File: src/rtl/cbcp_pkg.sv
`timescale 1ns / 1ps

package cbcp_pkg;

    localparam int DEF_MAX_SAMPLES     = 1024;
    localparam int DEF_COORD_WIDTH     = 21;
    localparam int DEF_PARAM_FRAC_BITS = 16;

    localparam int QUERY_WIDTH  = 21;
    localparam int COUNT_WIDTH  = 11;
    localparam int CFG_WIDTH    = 63;
    localparam int CFG_IDX_W    = 2;
    localparam int RESULT_WIDTH = 17;

    // Register indexes of the configuration port.
    localparam logic [CFG_IDX_W-1:0] REG_START_POINT   = 2'd0;
    localparam logic [CFG_IDX_W-1:0] REG_FIRST_HANDLE  = 2'd1;
    localparam logic [CFG_IDX_W-1:0] REG_SECOND_HANDLE = 2'd2;
    localparam logic [CFG_IDX_W-1:0] REG_END_POINT     = 2'd3;

    // Number of interpolations issued in each level, and squares per sample.
    localparam int LEVEL1_OPS = 9;
    localparam int LEVEL2_OPS = 6;
    localparam int LEVEL3_OPS = 3;
    localparam int SQUARE_OPS = 3;

    typedef enum logic [3:0] {
        ST_IDLE,
        ST_DIV,
        ST_L1,
        ST_D1,
        ST_C1,
        ST_L2,
        ST_D2,
        ST_C2,
        ST_L3,
        ST_D3,
        ST_C3,
        ST_SQ,
        ST_DQ,
        ST_CMP,
        ST_DONE
    } state_t;

    typedef enum logic [1:0] {
        COPY_OFF0,
        COPY_OFF3,
        COPY_OFF6
    } copy_off_t;

    typedef struct packed {
        logic      load;
        logic      div_step;
        logic      div_first;
        logic      pts_load;
        logic      copy;
        copy_off_t copy_off;
        logic      issue;
        logic      square;
        logic      compare;
        logic      advance;
    } cmd_t;

    typedef struct packed {
        logic last_sample;
    } status_t;

endpackage

File: src/rtl/cbcp_ctrl.sv
`timescale 1ns / 1ps

module cbcp_ctrl #(
    parameter int PARAM_FRAC_BITS = cbcp_pkg::DEF_PARAM_FRAC_BITS
) (
    input  logic              clk,
    input  logic              rst_n,
    input  logic              start,
    input  cbcp_pkg::status_t status,
    output cbcp_pkg::cmd_t    cmd,
    output logic              busy,
    output logic              done
);

    localparam int CNTW = $clog2(PARAM_FRAC_BITS + 2);

    cbcp_pkg::state_t state_reg, state_next;
    logic [CNTW-1:0]  cnt_reg, cnt_next;
    logic             div_last, l1_last, l2_last, l3_last, sq_last;

    assign div_last = (cnt_reg == CNTW'(PARAM_FRAC_BITS));
    assign l1_last  = (cnt_reg == CNTW'(cbcp_pkg::LEVEL1_OPS - 1));
    assign l2_last  = (cnt_reg == CNTW'(cbcp_pkg::LEVEL2_OPS - 1));
    assign l3_last  = (cnt_reg == CNTW'(cbcp_pkg::LEVEL3_OPS - 1));
    assign sq_last  = (cnt_reg == CNTW'(cbcp_pkg::SQUARE_OPS - 1));

    always_ff @(posedge clk or negedge rst_n)
    begin
        if (!rst_n)
        begin
            state_reg <= cbcp_pkg::ST_IDLE;
            cnt_reg   <= '0;
        end
        else
        begin
            state_reg <= state_next;
            cnt_reg   <= cnt_next;
        end
    end

    // Next state and step counter.
    always_comb
    begin
        state_next = state_reg;
        cnt_next   = '0;
        unique case (state_reg)
            cbcp_pkg::ST_IDLE: if (start) state_next = cbcp_pkg::ST_DIV;
            cbcp_pkg::ST_DIV:
            begin
                cnt_next = cnt_reg + 1'b1;
                if (div_last)
                begin
                    state_next = cbcp_pkg::ST_L1;
                    cnt_next   = '0;
                end
            end
            cbcp_pkg::ST_L1:
            begin
                cnt_next = cnt_reg + 1'b1;
                if (l1_last)
                begin
                    state_next = cbcp_pkg::ST_D1;
                    cnt_next   = '0;
                end
            end
            cbcp_pkg::ST_D1: state_next = cbcp_pkg::ST_C1;
            cbcp_pkg::ST_C1: state_next = cbcp_pkg::ST_L2;
            cbcp_pkg::ST_L2:
            begin
                cnt_next = cnt_reg + 1'b1;
                if (l2_last)
                begin
                    state_next = cbcp_pkg::ST_D2;
                    cnt_next   = '0;
                end
            end
            cbcp_pkg::ST_D2: state_next = cbcp_pkg::ST_C2;
            cbcp_pkg::ST_C2: state_next = cbcp_pkg::ST_L3;
            cbcp_pkg::ST_L3:
            begin
                cnt_next = cnt_reg + 1'b1;
                if (l3_last)
                begin
                    state_next = cbcp_pkg::ST_D3;
                    cnt_next   = '0;
                end
            end
            cbcp_pkg::ST_D3: state_next = cbcp_pkg::ST_C3;
            cbcp_pkg::ST_C3: state_next = cbcp_pkg::ST_SQ;
            cbcp_pkg::ST_SQ:
            begin
                cnt_next = cnt_reg + 1'b1;
                if (sq_last)
                begin
                    state_next = cbcp_pkg::ST_DQ;
                    cnt_next   = '0;
                end
            end
            cbcp_pkg::ST_DQ: state_next = cbcp_pkg::ST_CMP;
            cbcp_pkg::ST_CMP:
                state_next = status.last_sample ? cbcp_pkg::ST_DONE : cbcp_pkg::ST_L1;
            cbcp_pkg::ST_DONE: state_next = cbcp_pkg::ST_IDLE;
            default: state_next = cbcp_pkg::ST_IDLE;
        endcase
    end

    // Commands to the datapath.
    always_comb
    begin
        cmd          = '0;
        cmd.copy_off = cbcp_pkg::COPY_OFF0;
        busy         = 1'b1;
        done         = 1'b0;
        unique case (state_reg)
            cbcp_pkg::ST_IDLE:
            begin
                busy     = 1'b0;
                cmd.load = start;
            end
            cbcp_pkg::ST_DIV:
            begin
                cmd.div_step  = 1'b1;
                cmd.div_first = (cnt_reg == '0);
                cmd.pts_load  = div_last;
            end
            cbcp_pkg::ST_L1, cbcp_pkg::ST_L2, cbcp_pkg::ST_L3: cmd.issue = 1'b1;
            cbcp_pkg::ST_C1: cmd.copy = 1'b1;
            cbcp_pkg::ST_C2:
            begin
                cmd.copy     = 1'b1;
                cmd.copy_off = cbcp_pkg::COPY_OFF3;
            end
            cbcp_pkg::ST_C3:
            begin
                cmd.copy     = 1'b1;
                cmd.copy_off = cbcp_pkg::COPY_OFF6;
            end
            cbcp_pkg::ST_SQ:
            begin
                cmd.issue  = 1'b1;
                cmd.square = 1'b1;
            end
            cbcp_pkg::ST_CMP:
            begin
                cmd.compare  = 1'b1;
                cmd.advance  = !status.last_sample;
                cmd.pts_load = !status.last_sample;
            end
            cbcp_pkg::ST_DONE: done = 1'b1;
            cbcp_pkg::ST_D1, cbcp_pkg::ST_D2, cbcp_pkg::ST_D3, cbcp_pkg::ST_DQ: ;
            default: busy = 1'b1;
        endcase
    end

`ifndef SYNTH
    a_start_takes: assert property (@(posedge clk) disable iff (!rst_n)
        (start && !busy) |=> busy)
        else $error("accepted request did not make the block busy");
    a_done_single: assert property (@(posedge clk) disable iff (!rst_n)
        done |=> !done)
        else $error("result strobe longer than one cycle");
    a_done_after_cmp: assert property (@(posedge clk) disable iff (!rst_n)
        done |-> $past(cmd.compare))
        else $error("result given without a final compare");
`endif

endmodule

File: src/rtl/cbcp_datapath.sv
`timescale 1ns / 1ps

module cbcp_datapath #(
    parameter int MAX_SAMPLES     = cbcp_pkg::DEF_MAX_SAMPLES,
    parameter int COORD_WIDTH     = cbcp_pkg::DEF_COORD_WIDTH,
    parameter int PARAM_FRAC_BITS = cbcp_pkg::DEF_PARAM_FRAC_BITS
) (
    input  logic                                clk,
    input  logic                                rst_n,
    input  cbcp_pkg::cmd_t                      cmd,
    output cbcp_pkg::status_t                   status,
    input  logic                                cfg_we,
    input  logic [cbcp_pkg::CFG_IDX_W-1:0]      cfg_index,
    input  logic [cbcp_pkg::CFG_WIDTH-1:0]      cfg_data,
    input  logic signed [COORD_WIDTH-1:0]       query_x,
    input  logic signed [COORD_WIDTH-1:0]       query_y,
    input  logic signed [COORD_WIDTH-1:0]       query_z,
    input  logic [cbcp_pkg::COUNT_WIDTH-1:0]    sample_count,
    output logic [PARAM_FRAC_BITS:0]           nearest_param
);

    localparam int C   = COORD_WIDTH;
    localparam int F   = PARAM_FRAC_BITS;
    localparam int PTW = 3 * C;
    localparam int NW  = $clog2(MAX_SAMPLES + 1);
    localparam int TW  = F + 1;
    localparam int MBW = (F + 2 > C + 1) ? F + 2 : C + 1;
    localparam int PW  = C + 1 + MBW;
    localparam int DW  = 2 * C + 2;
    localparam int CW  = (cbcp_pkg::COUNT_WIDTH > NW) ? cbcp_pkg::COUNT_WIDTH : NW;

    logic [PTW-1:0] pt_reg [4];

    logic [NW-1:0] n_reg, rem_reg, racc_reg;
    logic [TW-1:0] quo_reg, t_reg, best_t_reg;
    logic [NW-1:0] i_reg;
    logic [DW-1:0] dist_reg, best_d_reg;
    logic          first_reg;

    logic signed [C-1:0] q_reg [3];
    logic signed [C-1:0] ql_reg [3];
    logic signed [C-1:0] w_reg [12];
    logic signed [C-1:0] r_reg [9];

    logic signed [PW-1:0] prod_reg;
    logic signed [C-1:0]  base_reg;
    logic                 wb_reg, wb_sq_reg;

    // Configuration registers; bits above the three coordinates are dropped.
    always_ff @(posedge clk or negedge rst_n)
    begin
        if (!rst_n)
        begin
            for (int j = 0; j < 4; j++) pt_reg[j] <= '0;
        end
        else if (cfg_we)
        begin
            unique case (cfg_index)
                cbcp_pkg::REG_START_POINT:   pt_reg[0] <= cfg_data[PTW-1:0];
                cbcp_pkg::REG_FIRST_HANDLE:  pt_reg[1] <= cfg_data[PTW-1:0];
                cbcp_pkg::REG_SECOND_HANDLE: pt_reg[2] <= cfg_data[PTW-1:0];
                cbcp_pkg::REG_END_POINT:     pt_reg[3] <= cfg_data[PTW-1:0];
                default: ;
            endcase
        end
    end

    // Interval count, clamped to one and to the sample limit.
    logic [CW-1:0] cnt_ext;
    logic [NW-1:0] n_clamp;
    always_comb
    begin
        cnt_ext = CW'(sample_count);
        if (cnt_ext == '0)
            n_clamp = NW'(1);
        else if (cnt_ext > CW'(MAX_SAMPLES))
            n_clamp = NW'(MAX_SAMPLES);
        else
            n_clamp = cnt_ext[NW-1:0];
    end

    // One restoring step of 2^F / n: quotient and remainder of the t step.
    logic [NW:0] rem_sh, rem_sub;
    logic        qbit;
    assign rem_sh  = {rem_reg, cmd.div_first};
    assign qbit    = (rem_sh >= {1'b0, n_reg});
    assign rem_sub = rem_sh - {1'b0, n_reg};

    // t steps by quotient plus remainder, with one carry from the remainder.
    logic [NW:0] racc_sum;
    logic        racc_ge;
    assign racc_sum = {1'b0, racc_reg} + {1'b0, rem_reg};
    assign racc_ge  = (racc_sum >= {1'b0, n_reg});

    // Shared multiplier: (b - a) * t for interpolation, diff * diff for distance.
    logic signed [C:0]     diff;
    logic signed [MBW-1:0] mb;
    logic signed [PW-1:0]  prod_next;
    always_comb
    begin
        if (cmd.square)
        begin
            diff = $signed({w_reg[0][C-1], w_reg[0]}) - $signed({ql_reg[0][C-1], ql_reg[0]});
            mb   = MBW'(diff);
        end
        else
        begin
            diff = $signed({w_reg[3][C-1], w_reg[3]}) - $signed({w_reg[0][C-1], w_reg[0]});
            mb   = $signed({{(MBW - TW){1'b0}}, t_reg});
        end
        prod_next = diff * mb;
    end

    // Arithmetic shift floors toward minus infinity; result stays in range.
    logic signed [PW-1:0] lerp_sum;
    logic signed [C-1:0]  lerp_res;
    assign lerp_sum = PW'(base_reg) + (prod_reg >>> F);
    assign lerp_res = lerp_sum[C-1:0];

    always_ff @(posedge clk or negedge rst_n)
    begin
        if (!rst_n)
        begin
            wb_reg    <= 1'b0;
            wb_sq_reg <= 1'b0;
            first_reg <= 1'b0;
            n_reg     <= NW'(1);
            racc_reg  <= '0;
            t_reg     <= '0;
        end
        else
        begin
            wb_reg    <= cmd.issue;
            wb_sq_reg <= cmd.square;
            if (cmd.load)
            begin
                n_reg     <= n_clamp;
                first_reg <= 1'b1;
                racc_reg  <= '0;
                t_reg     <= '0;
            end
            if (cmd.compare)
                first_reg <= 1'b0;
            if (cmd.advance)
            begin
                racc_reg <= racc_ge ? racc_sum[NW-1:0] - n_reg : racc_sum[NW-1:0];
                t_reg    <= t_reg + quo_reg + TW'(racc_ge);
            end
        end
    end

    always_ff @(posedge clk)
    begin
        if (cmd.load)
        begin
            rem_reg  <= '0;
            quo_reg  <= '0;
            i_reg    <= '0;
            q_reg[0] <= query_x;
            q_reg[1] <= query_y;
            q_reg[2] <= query_z;
        end
        if (cmd.div_step)
        begin
            rem_reg <= qbit ? rem_sub[NW-1:0] : rem_sh[NW-1:0];
            quo_reg <= {quo_reg[TW-2:0], qbit};
        end
        if (cmd.advance)
            i_reg <= i_reg + 1'b1;

        if (cmd.pts_load)
        begin
            for (int j = 0; j < 4; j++)
                for (int k = 0; k < 3; k++)
                    w_reg[3 * j + k] <= pt_reg[j][k * C +: C];
        end
        else if (cmd.copy)
        begin
            unique case (cmd.copy_off)
                cbcp_pkg::COPY_OFF0: for (int j = 0; j < 9; j++) w_reg[j] <= r_reg[j];
                cbcp_pkg::COPY_OFF3: for (int j = 0; j < 6; j++) w_reg[j] <= r_reg[j + 3];
                cbcp_pkg::COPY_OFF6: for (int j = 0; j < 3; j++) w_reg[j] <= r_reg[j + 6];
                default: ;
            endcase
        end
        else if (cmd.issue)
        begin
            for (int j = 0; j < 11; j++) w_reg[j] <= w_reg[j + 1];
        end

        if (cmd.copy && cmd.copy_off == cbcp_pkg::COPY_OFF6)
        begin
            for (int k = 0; k < 3; k++) ql_reg[k] <= q_reg[k];
            dist_reg <= '0;
        end
        else if (cmd.square)
        begin
            ql_reg[0] <= ql_reg[1];
            ql_reg[1] <= ql_reg[2];
        end

        if (cmd.issue)
        begin
            prod_reg <= prod_next;
            base_reg <= w_reg[0];
        end

        if (wb_reg && !wb_sq_reg)
        begin
            for (int j = 0; j < 8; j++) r_reg[j] <= r_reg[j + 1];
            r_reg[8] <= lerp_res;
        end
        if (wb_reg && wb_sq_reg)
            dist_reg <= dist_reg + prod_reg[DW-1:0];

        if (cmd.compare && (first_reg || dist_reg < best_d_reg))
        begin
            best_d_reg <= dist_reg;
            best_t_reg <= t_reg;
        end
    end

    assign status.last_sample = (i_reg == n_reg);
    assign nearest_param      = best_t_reg;

`ifndef SYNTH
    a_t_range: assert property (@(posedge clk) disable iff (!rst_n)
        t_reg <= TW'(1 << F))
        else $error("sample parameter beyond one");
    a_racc_range: assert property (@(posedge clk) disable iff (!rst_n)
        racc_reg < n_reg)
        else $error("step remainder not below interval count");
    a_wb_follows: assert property (@(posedge clk) disable iff (!rst_n)
        cmd.issue |=> wb_reg)
        else $error("issued operation lost its writeback");
`endif

endmodule

File: src/rtl/cubic_bezier_closest_parameter.sv
`timescale 1ns / 1ps

// Nearest-sample search on a 3D cubic Bezier curve.
// Configuration: write cfg_data to register cfg_index (0 start point, 1 first
// handle, 2 second handle, 3 end point) with cfg_we; each holds x, y, z as
// packed signed Q12.8 values. Write only while busy is low.
// Request: query_x/y/z and sample_count are taken at a clock edge with start
// high and busy low. The block then samples t = floor(i*65536/N) for
// i = 0..N and reports the t of the nearest sample, earliest on a tie.
// Result: nearest_param is valid for the single cycle in which done is high.
// The receiver cannot stall; the result must be taken in that cycle.
// The block first computes the t step 2^F / n with a restoring divider,
// F being the fraction width of t. Then, per sample, the single shared
// multiplier issues 18 interpolations and three squares, one per cycle, and
// each of the four levels ends in a drain state and then a copy or compare
// state. A new request is taken in the cycle after done. Reset clears the
// control points to zero and returns the controller to idle.
module cubic_bezier_closest_parameter #(
    parameter int MAX_SAMPLES     = cbcp_pkg::DEF_MAX_SAMPLES,
    parameter int COORD_WIDTH     = cbcp_pkg::DEF_COORD_WIDTH,
    parameter int PARAM_FRAC_BITS = cbcp_pkg::DEF_PARAM_FRAC_BITS
) (
    input  logic                                    clk,
    input  logic                                    rst_n,
    input  logic                                    cfg_we,
    input  logic [cbcp_pkg::CFG_IDX_W-1:0]          cfg_index,
    input  logic [cbcp_pkg::CFG_WIDTH-1:0]          cfg_data,
    input  logic                                    start,
    output logic                                    busy,
    input  logic signed [COORD_WIDTH-1:0]           query_x,
    input  logic signed [COORD_WIDTH-1:0]           query_y,
    input  logic signed [COORD_WIDTH-1:0]           query_z,
    input  logic [cbcp_pkg::COUNT_WIDTH-1:0]        sample_count,
    output logic                                    done,
    output logic [PARAM_FRAC_BITS:0]                nearest_param
);

    // Commands flow from the controller; the datapath reports the last sample.
    cbcp_pkg::cmd_t    cmd;
    cbcp_pkg::status_t status;

    cbcp_ctrl #(
        .PARAM_FRAC_BITS(PARAM_FRAC_BITS)
    ) u_ctrl (
        .clk   (clk),
        .rst_n (rst_n),
        .start (start),
        .status(status),
        .cmd   (cmd),
        .busy  (busy),
        .done  (done)
    );

    // The datapath holds the control points, the step divider, the shared
    // multiplier and the running best distance.
    cbcp_datapath #(
        .MAX_SAMPLES    (MAX_SAMPLES),
        .COORD_WIDTH    (COORD_WIDTH),
        .PARAM_FRAC_BITS(PARAM_FRAC_BITS)
    ) u_datapath (
        .clk          (clk),
        .rst_n        (rst_n),
        .cmd          (cmd),
        .status       (status),
        .cfg_we       (cfg_we),
        .cfg_index    (cfg_index),
        .cfg_data     (cfg_data),
        .query_x      (query_x),
        .query_y      (query_y),
        .query_z      (query_z),
        .sample_count (sample_count),
        .nearest_param(nearest_param)
    );

endmodule

File: config.mk
export PLATFORM = sky130hd
export DESIGN_NAME = cubic_bezier_closest_parameter
export DESIGN_NICKNAME = d
export VERILOG_FILES = /design/src/rtl/cbcp_pkg.sv /design/src/rtl/cbcp_ctrl.sv /design/src/rtl/cbcp_datapath.sv /design/src/rtl/cubic_bezier_closest_parameter.sv
export SDC_FILE = /design/constraint.sdc
export NUM_CORES = 2
export LEC_CHECK = 0
export CORE_MARGIN = 4
export CORE_UTILIZATION = 60
export CTS_CLUSTER_DIAMETER = 30
export DETAILED_ROUTE_END_ITERATION = 8
export DONT_BUFFER_PORTS = 1
export HOLD_SLACK_MARGIN = 0.02
export PLACE_DENSITY = 0.72
export SLEW_MARGIN = 0
export SYNTH_ARGS = -nofsm -noshare
export SYNTH_HDL_FRONTEND = slang
export SYNTH_SLANG_ARGS = --single-unit
File: constraint.sdc
create_clock -name clk -period 12.1 [get_ports clk]
set_input_delay 0 -clock clk [delete_from_list [all_inputs] [get_ports clk]]
set_output_delay 0 -clock clk [all_outputs]
set_load 0.01 [all_outputs]
==> run metrics <==
run status=finished, final reports clean; Data arrival, critical path=11570 ps; Max-cap violations=0; fin nets=7417; crit-path max FO=9; post-route cell area=81700 um2; crit path time final=10940 ps; Avg WL per Cell=24.9 um; Final Hold Fails=0; CP required=12730 ps; slowest cell delay on critical path=780 ps; row cnt=around 120; Yosys reg bits=1079; final WL=202 mm; Area Overhead vs Synth=18.3%; vias in the first global route=about 52000; Worst-path clk slew=50 ps; Net Count, Synth=7099; most frequent CP cell=fa_1; fmax=around 90 MHz; setup violators final=0; Post-synth EDFFs=776; total congestion overflow after global routing=0; die width=347 um; CP Class=reg -> reg; Synth area leaders=edfxtp_1, fa_1, dfrtp_1; post-synthesis async set-or-reset flop share=0.281; Most used DFF post-synth=edfxtp_1; share of layout cells above drive strength 1=0.123; setup repair after global routing missed its margin=no; antenna violations before repair=8; netlist area before placement=between 60000 and 70000 um2; cells after synthesis=6110; Area after DPL=70600 um2; Worst Tran Pin Value=1280 ps; pin count of the biggest net entering global routing=304; CTS tree=built; clock skew=just under 100 ps; leading cell type in the layout, fill and taps excluded=edfxtp_1; Relative slew margins=0.148; most frequent cells in the layout=edfxtp_1, inv_1, nand2_1; vias per cell=about 6.2; HPWL after DPL=128 mm; startpoint types=flip-flop; Initial Util=0.604; setup TNS=0 ps; H-Tree Depth=4; Syn. warnings=0; worst min path class=in -> reg; GPL Wtd Cong=0.968; sequential area share after synthesis=0.447; post-CTS resize count=0; Root Buffer=clkbuf_16; Critical-path top delay cell=a2111oi_0; Clock Sinks=1079; core box area=114000 um2; number of distinct library cells after synthesis=90; hold_ws=about 61 ps; global-route wire length before repair=310 mm; share of Yosys cell area claimed by the top area cell type=0.337; Max clock buf depth=3; part of the cycle the worst path needs=0.904; Clk Latency, worst-skew pair=roughly 860 ps; # IOs=162; Die H=347 um; Slew Viols, Final=0; port buffer count=0; Post-DRT Antenna Nets=0; via count=~50000; TritonCTS Buffers=219; Mean Syn Cell Area=11.3 um2; DRC=0; global-route usage over all layers=0.336; Crit. End Element=flip-flop; Pre-antenna DRT Iters=8; Synth area leader=edfxtp_1; die area=around 120000 um2; Initial DRC Count=5152; Fill cells=7557
## worst max-delay path: cells and delay by family, from the launching register on
family / cells / cell delay [ps]
compound gates: 11 / 3560
xor+xnor: 1 / 560
fa+ha+maj: 10 / 4500
buf+inv: 6 / 340
flops: 1 / 370
simple gates: 6 / 1370
## worst paths after layout
kind / startpoint / end / slack (ps) / cells past startpoint
max reg2reg: u_datapath.w_reg[3][0] / u_datapath.prod_reg[41] / 1160 / 34
min reg2reg: u_datapath.q_reg[0][54] / u_datapath.ql_reg[1][12] / 420 / 0
max in group asynchronous: rst_n / u_datapath.pt_reg[197] / 10210 / 5
min: cfg_data[12] / u_datapath.pt_reg[75] / 60 / 2
min in group asynchronous: rst_n / u_datapath.pt_reg[101] / 230 / 3
max: u_datapath.w_reg[3][0] / u_datapath.prod_reg[41] / 1160 / 34
## cell type report
cell class,count,area (um2),area share
Antenna cell,8,20.0,0.000245
Clock buffer,258,5770,0.0706
Clock inverter,162,2260,0.0277
Inverter,651,2440,0.0299
Multi-Input combinational cell,4101,34800,0.426
Sequential cell,1079,30900,0.378
Tap cell,1512,1890,0.0232
Timing Repair Buffer,376,3660,0.0447
## routing by layer
metal	track usage	share of wire
met4	0.157	0.052
met5	0	0.00014
met3	0.0729	0.089
met1	0.441	0.39
met2	0.537	0.47
## synth_stat cells, types with 14 or more instances
cell type,n
a211o_1,15
a211oi_1,86
a21o_1,95
a21oi_1,366
a31oi_1,18
and2_1,65
and3_1,25
buf_1,38
clkbuf_1,230
dfrtp_1,302
edfxtp_1,776
fa_1,510
ha_1,336
inv_1,650
mux2_2,300
mux2i_1,207
nand2_1,628
nand2b_1,34
nand3_1,95
nand3b_1,14
nand4_1,21
nor2_1,400
nor2b_1,39
nor3_1,59
o211ai_1,15
o21a_1,39
o21ai_0,328
o21bai_1,22
or3_1,19
xnor2_1,89
xor2_1,71
## logic make-up after synthesis
family	share of synthesized area
compound gates	0.0998
xor+xnor	0.0203
fa+ha+maj	0.209
buf+inv	0.0508
flops	0.447
mux	0.0789
other cells	0.0000543
simple gates	0.0939
## through the flow
stage,cells,setup slack (ps),utilization
floorplan,6110,2600,-
global placement,7417,1620,0.617
detailed placement,7417,1460,0.617
CTS,8136,1320,0.714
global route,8143,708,0.715
finish,8147,1160,0.715
## timing repair
action | CTS | global route
hold endpoints to repair | 648 | 53
buffers inserted | 0 | 0
endpoints found under the setup margin | 0 | 0
hold buffers | 299 | 1
Power is left out: the tool's default activity adds up to more than one toggle a clock period on the data nets, which glitch-free logic cannot reach.
